[config.mk]
export PLATFORM = sky130hd
export DESIGN_NAME = pkvf_mac
export DESIGN_NICKNAME = d
export VERILOG_FILES = /design/src/rtl/assert_macros.svh /design/src/rtl/pkvf_pkg.sv /design/src/rtl/pkvf_mac.sv
export SDC_FILE = /design/constraint.sdc
export NUM_CORES = 2
export LEC_CHECK = 0
export BUFFER_PORTS_ARGS = -buffer_cell sky130_fd_sc_hd__buf_2
export CELL_PAD_IN_SITES_DETAIL_PLACEMENT = 1
export CELL_PAD_IN_SITES_GLOBAL_PLACEMENT = 2
export CORE_AREA = 4 4 350 352
export CTS_BUF_LIST = sky130_fd_sc_hd__clkbuf_2 sky130_fd_sc_hd__clkbuf_4 sky130_fd_sc_hd__clkbuf_8
export DETAILED_ROUTE_END_ITERATION = 10
export DIE_AREA = 0 0 354 356
export PLACE_DENSITY = 0.89
export SLEW_MARGIN = 30
export SYNTH_ARGS = -nofsm -noshare
export SYNTH_HDL_FRONTEND = slang
export SYNTH_SLANG_ARGS = --single-unit
export TNS_END_PERCENT = 50
[constraint.sdc]
create_clock -name clk -period 10.5 [get_ports clk]
set_input_delay 2.1 -clock clk [delete_from_list [all_inputs] [get_ports clk]]
set_output_delay 2.1 -clock clk [all_outputs]
set_load 0.005 [all_outputs]
[src/rtl/assert_macros.svh]
// Assertion helpers used by the filter core.
// Each macro expands to one labeled concurrent assertion clocked by clk
// and disabled while rst is high.
`ifndef ASSERT_MACROS_SVH
`define ASSERT_MACROS_SVH

// The property must hold at every checked clock edge.
`define PKVF_CHECK(lbl, prop, msg) \
  lbl: assert property (@(posedge clk) disable iff (rst) (prop)) else $error(msg);

// The condition must never be true at a checked clock edge.
`define PKVF_NEVER(lbl, cond, msg) \
  lbl: assert property (@(posedge clk) disable iff (rst) !(cond)) else $error(msg);

`endif

[src/rtl/pkvf_pkg.sv]
// ----------------------------------------------------------------------------
// pkvf_pkg
// Shared constants, types and the micro-op table of the peak versus variance
// filter.
// ----------------------------------------------------------------------------
package pkvf_pkg;

  // Capacity limits.
  localparam int MAX_SESSIONS = 16384;
  localparam int MAX_USERS    = 2048;

  // Widths that follow from the limits and the 32-bit fields.
  localparam int ADDR_W = $clog2(MAX_USERS);
  localparam int UCNT_W = $clog2(MAX_USERS + 1);
  localparam int SCNT_W = $clog2(MAX_SESSIONS + 1);
  localparam int WORD_W = 32;
  localparam int PROD_W = 64;
  localparam int SUM_W  = 48;
  localparam int SQ_W   = 80;
  localparam int ACC_W  = 96;

  // Operation codes of a request.
  localparam logic OP_ADD   = 1'b0;
  localparam logic OP_FETCH = 1'b1;

  // Status codes of a result.
  localparam logic [2:0] STAT_ACCEPTED       = 3'd0;
  localparam logic [2:0] STAT_REPORTED       = 3'd1;
  localparam logic [2:0] STAT_NO_MORE        = 3'd2;
  localparam logic [2:0] STAT_TOO_MANY_SESS  = 3'd3;
  localparam logic [2:0] STAT_TOO_MANY_USERS = 3'd4;

  typedef enum logic [1:0] {
    FAULT_NONE,
    FAULT_SESSIONS,
    FAULT_USERS
  } fault_t;

  // Accumulator operations of the shared multiply unit.
  typedef enum logic [1:0] {
    ACC_HOLD,
    ACC_LOAD,
    ACC_ADD,
    ACC_SUB
  } acc_op_t;

  // Operand sources for the multiplier.
  typedef enum logic [3:0] {
    SRC_DUR,
    SRC_CNT,
    SRC_SQ0,
    SRC_SQ1,
    SRC_SQ2,
    SRC_S0,
    SRC_S1,
    SRC_PEAK,
    SRC_P2LO,
    SRC_P2HI,
    SRC_N2
  } src_t;

  typedef struct packed {
    src_t       src_a;
    src_t       src_b;
    logic [1:0] shift;
    acc_op_t    acc_op;
  } uop_t;

  // Control bundle toward the multiply-accumulate unit.
  typedef struct packed {
    logic              mul_en;
    logic [WORD_W-1:0] a;
    logic [WORD_W-1:0] b;
    logic [1:0]        shift;
    acc_op_t           acc_op;
  } mac_ctrl_t;

  // Sequencer states.
  typedef enum logic [3:0] {
    S_IDLE,
    S_SRCH,
    S_MUL,
    S_ACC,
    S_NEW_WR,
    S_PK_RD,
    S_PK_CMP,
    S_RHS,
    S_SCAN_RD,
    S_SCAN_LAT,
    S_CMP,
    S_DONE
  } state_t;

  // Micro-op indexes with a special meaning.
  localparam logic [3:0] STEP_SQUARE   = 4'd0;
  localparam logic [3:0] STEP_N2       = 4'd1;
  localparam logic [3:0] STEP_RHS_LAST = 4'd8;
  localparam logic [3:0] STEP_P2       = 4'd9;
  localparam logic [3:0] STEP_LHS_LAST = 4'd11;

  // Micro-op table. Step 0 squares a duration. Steps 1 to 8 form n^2 and
  // n*sumsq - sum^2. Steps 9 to 11 form peak^2 * n^2.
  function automatic uop_t uop_rom(input logic [3:0] idx);
    uop_t u;
    unique case (idx)
      4'd0:    u = '{SRC_DUR,  SRC_DUR,  2'd0, ACC_HOLD};
      4'd1:    u = '{SRC_CNT,  SRC_CNT,  2'd0, ACC_HOLD};
      4'd2:    u = '{SRC_SQ0,  SRC_CNT,  2'd0, ACC_LOAD};
      4'd3:    u = '{SRC_SQ1,  SRC_CNT,  2'd1, ACC_ADD};
      4'd4:    u = '{SRC_SQ2,  SRC_CNT,  2'd2, ACC_ADD};
      4'd5:    u = '{SRC_S0,   SRC_S0,   2'd0, ACC_SUB};
      4'd6:    u = '{SRC_S0,   SRC_S1,   2'd1, ACC_SUB};
      4'd7:    u = '{SRC_S0,   SRC_S1,   2'd1, ACC_SUB};
      4'd8:    u = '{SRC_S1,   SRC_S1,   2'd2, ACC_SUB};
      4'd9:    u = '{SRC_PEAK, SRC_PEAK, 2'd0, ACC_HOLD};
      4'd10:   u = '{SRC_P2LO, SRC_N2,   2'd0, ACC_LOAD};
      4'd11:   u = '{SRC_P2HI, SRC_N2,   2'd1, ACC_ADD};
      default: u = '{SRC_DUR,  SRC_DUR,  2'd0, ACC_HOLD};
    endcase
    return u;
  endfunction

endpackage

[src/rtl/pkvf_mac.sv]
// ----------------------------------------------------------------------------
// pkvf_mac
// Shared 32x32 multiplier with a registered product and a 96-bit
// accumulator that loads, adds or subtracts the product at a word offset.
// ----------------------------------------------------------------------------
module pkvf_mac (
  input  logic                          clk,
  input  pkvf_pkg::mac_ctrl_t           ctrl,
  output logic [pkvf_pkg::PROD_W-1:0]   prod,
  output logic [pkvf_pkg::ACC_W-1:0]    acc
);
  import pkvf_pkg::*;

  logic [1:0]       shift_q;
  logic [ACC_W-1:0] addend;

  // Register the product together with its word offset.
  always_ff @(posedge clk) begin
    if (ctrl.mul_en) begin
      prod    <= ctrl.a * ctrl.b;
      shift_q <= ctrl.shift;
    end
  end

  // Place the product at its word offset.
  always_comb begin
    case (shift_q)
      2'd1:    addend = {prod, {WORD_W{1'b0}}};
      2'd2:    addend = {prod[WORD_W-1:0], {PROD_W{1'b0}}};
      default: addend = {{WORD_W{1'b0}}, prod};
    endcase
  end

  // Accumulate.
  always_ff @(posedge clk) begin
    case (ctrl.acc_op)
      ACC_LOAD: acc <= addend;
      ACC_ADD:  acc <= acc + addend;
      ACC_SUB:  acc <= acc - addend;
      default:  acc <= acc;
    endcase
  end

endmodule

* Word-level counts from Yosys, hierarchy flattened
Index checks and enable logic that the tools add are counted.
Word-level totals: register bits after elaboration 162, input port bits 70, output and inout bits 160, word-level logic and storage cells 14
Cells by class: add/sub/neg operators 2, multiply operators 1, eq/ne operators 5, mux-type cells 2, reduce and logical (&&, ||, !) cells 1
Operators with widths (count):
- 96-bit case mux with 3 select lines | 1
- 96-bit case mux with 2 select lines | 1
- 96-bit adder | 1
- 96-bit subtractor | 1
- 32-bit by 32-bit multiplier with 64-bit output | 1
- 2-bit == test (second input constant) | 3
- 2-bit by 1-bit == test with 1-bit output (second input constant) | 2
- 3-bit nonzero test | 1

* Logic depth before layout (Yosys ltp)
depth after elaboration 4, gate-level depth with buffers 34, mapped depth without buffers 27

* Least setup slack after synthesis
Ideal clock, no wire load.
kind input-to-reg, from input ctrl[62] in the netlist's numbering, to register prod[57] in the netlist's numbering, data pin, library setup time 0.263 ns, arrival time 8.987 ns, required time 10.237 ns, path slack 1.250 ns, stages on the path 25, buffers on the path 2, path through clkbuf_1 nand2_1 fa_1 inv_1 fa_1 inv_1 fa_1 inv_1 fa_1 fa_1 fa_1 fa_1 inv_1 fa_1 inv_1 ha_1 clkbuf_1 and4_1 nand4_1 o31ai_1 a41oi_1 o21ai_1 a21oi_1 a311o_1 xnor2_1
Between the ends: cells in the longest elaborated chain, start to end 1
RTL lines:
- start: declaration | RTL line pkvf_mac.sv:8 | input pkvf_pkg::mac_ctrl_t ctrl,
- 32-bit by 32-bit multiplier with 64-bit output | RTL line pkvf_mac.sv:20 | prod <= ctrl.a * ctrl.b;
- end signal: assignment | RTL line pkvf_mac.sv:20
- end: declaration | RTL line pkvf_mac.sv:9 | output logic [pkvf_pkg::PROD_W-1:0] prod,
No other way between the ends. A chain may end at the register's enable or synchronous reset.

* Worst setup path in the final report
from input ctrl[44] in the netlist's numbering, to register prod[62] in the netlist's numbering, data pin
Same word-level chain as after synthesis.

==> results.cfg <==
[outcome]
outcome = finished, final reports clean

[timing]
timing.final.crit_share_pct = 94.1
finalMaxSlewViolations = 0
headroom_to_the_max_slew_limit_pct = 35.2
maxClockFrequency_mhz = 101
timing.setup.tns_ps = 0
fin_skew_ps = 22.9
report.final.setup_viol = 0
final.min_clock_period_ps = 9880
worst_pin_slew_ps = 972
rsz0062_at_grt = false
hold_violations = 0

[clock_network]
ctsLongestPathBuffers = 2
clk-insertion-delay-late_ps = 530
numCtsBuffers = 17
hold_buf_count_cts = 0
post-cts-setup-buffers = 0
cts.reportedPaths.clkPinSlew_ps = 110
ctsResizeCount = 0
clock_tree_from_tritoncts = done
cts.sink_count = 162
ctsRootBufferMaster = clkbuf_8
cts_max_level = 4

[global_route]
groute.layer.met1.usage_pct = 38.3
grt_max_degree = 74
global_route_overflow = 0
antenna_violations_before_repair = 13
number_of_global_route_vias_before_repair = 44777
grt_util_met2_pct = 48.1
global_routing_usage_on_met3_pct = 4.95
busiest_layer = met2
globalRouteTotalUtil_pct = 29.1
grt_first_pass_wirelength_um = 279000

[job]
drv_cap = 0

[final_layout]
fin_area_um2 = 51700
final.fill_count = 14090
layout.cells.non_filler = 7174
flow.area_growth_from_synthesis_pct = 6.18
multiInputGateArea_um2 = 39100
fin_nets = 6868
drive_gt1_share_pct = 7.87
sequential_cell_area_um2 = 4860

[synthesis]
synth_top_family_by_area = adder cells
syn_avg_cell_area_um2 = 8.79
synth_fp_nets = 6870
synth_flop_cell = edfxtp_1
simple_logic_cell_fraction_of_the_synthesized_area_pct = 18.2
postSynthRegisterBits = 162
netlist_area_um2 = 48700
synth_edf_count = 162
yosys_warnings = 0
post_synth_xor_area_fraction_pct = 4.12
synth_top_cell_by_area = fa_1
yosys.area_share.adder_pct = 46.1
netlist.area_leader.share_pct = 36.9
sequential_area_share_after_synthesis_pct = 9.99
postSynth.asyncResetShare_pct = 0
synth_top_cells_by_area = fa_1, edfxtp_1, ha_1
mapped_cells = 5542
number_of_distinct_library_cells_after_synthesis = 100
compound_cell_area_share_of_the_yosys_netlist_pct = 11.2
mux_cell_area_share_after_synthesis_pct = 0.642

[placement]
numPortBuffers = 229
place.detailed.instances = 7133
placed_cell_area_um2 = 51300
dp_hpwl_um = 148000
routability_cong = 0.978

[routing]
vias = 40592
firstDrtPassIters = 6
drt_first_iter_violations = 2984
finalWirelength_um = 183000
route.detailed.drc = 0
viasPerCell = 5.66
wl_per_cell_um = 25.6
detail_route_antenna_nets = 0

[hold_path]
worst_hold_path_endpoint = acc[25]$_DFFE_PP_
timing.hold.worst.start = prod[25]$_DFFE_PP_
whs_path_depth = 2
hold_path.class = register to register

[worst_setup_path]
worstPathRequired_ps = 10740
cp-end-kind = register
worst_setup_path_start_kind = input port
r2r-end = acc[92]$_DFFE_PP_
worst-setup-path-type = input port to register
reg2reg_depth = 20
setup.reg_to_reg.worst_slack_ps = 2560
critical_path.max_fanout = 32
worst_ep_arrival_time_ps = 10120
critical_path.reg2reg.startpoint = shift_q[1]$_DFFE_PP_

[floorplanning]
die_w_um = 354
io_pins = 230
initial_core_util_pct = 40.8
die_y_um = 356
die_area_um2 = 126000
coreArea_um2 = 119000
rows = 127
[flip-flops by register name, indices dropped and copies added, names as in the netlist]
signal   cells
prod        64
shift_q      2
acc         96
[how the worst max path moves through the flow]
stage	start	end	slack [ps]	cells after the start
2_1_floorplan	ctrl[62]	prod[57]$_DFFE_PP_	1250	25
3_3_place_gp	ctrl[44]	prod[58]$_DFFE_PP_	140	25
3_5_place_dp	ctrl[44]	prod[62]$_DFFE_PP_	120	25
4_1_cts	ctrl[44]	prod[62]$_DFFE_PP_	680	25
5_1_grt	ctrl[6]	prod[57]$_DFFE_PP_	320	23
6_report	ctrl[44]	prod[62]$_DFFE_PP_	620	25
[worst max-delay path, cell delays in order]
cell	delay, ps
buf_2	730
and2_1	260
fa_1	440
fa_1	500
fa_1	530
inv_1	60
fa_1	470
inv_1	40
ha_1	270
ha_1	300
fa_1	480
inv_1	50
fa_1	510
inv_1	50
ha_1	380
a21oi_1	230
o211ai_1	130
a221oi_1	340
a21bo_2	290
a41oi_1	500
o21ai_1	270
a2111oi_0	600
or3_1	260
o31ai_1	110
xor2_1	190
[stage by stage]
stage	hold slack (ps)	setup slack, ps	utilization (%)
after global placement	819	144	43.0
after CTS	838	680	43.3
final	846	621	43.3
after floorplan	660	1250	-
after detailed placement	814	119	43.0
after global routing	851	317	43.3
[cell families after synthesis]
family / count (synthesis)
fa+ha+maj: 1258
simple gates: 1751
mux: 29
buf+inv: 1255
compound gates: 858
flops: 162
xor+xnor: 229
[per-layer routing]
layer | wire length [um] | vias up
met1 | 76100 | 21129
li1 | - | 17519
met3 | 13900 | 340
met2 | 85800 | 1604
met5 | 0 | -
met4 | 7570 | 0
[cell usage in the layout (no fill, tap or decap), types with 17 or more instances in the layout]
master,count
clkbuf_8,17
o21bai_1,37
o21ai_0,218
xor2_1,100
nor2_1,182
nand4_1,61
nand3_1,36
ha_1,360
a21oi_1,225
nor3_1,38
inv_1,905
a22oi_1,62
and3_1,17
and2_1,592
o21ai_1,19
o21a_1,18
o31ai_1,22
fa_1,897
buf_2,228
a21o_1,105
xnor2_1,129
a31oi_1,25
mux2_2,18
buf_4,99
nand2b_1,17
edfxtp_1,162
nand2_1,697
[cells in the mapped netlist, drive strengths merged (23+ instances only)]
master	instances
a21o	105
a21oi	225
a22oi	62
a31oi	26
and2	593
buf	34
clkbuf	315
edfxtp	162
fa	897
ha	361
inv	905
nand2	700
nand3	38
nand4	62
nor2	182
nor3	40
o21ai	240
o21bai	38
o31ai	23
xnor2	129
xor2	100
[cell type report]
class                   instances  area share (%)
diodes                          9          0.0435
clock buffers                  17           0.452
clock inverters                15           0.307
inverters                     906            6.57
multi-input cells            4125            75.6
flip-flops and latches        162            9.40
well taps                    1612            3.90
repair buffers                328            3.68
Power is not shown: default switching activity piles up to over one toggle a cycle in this logic, so the estimate is an artifact.
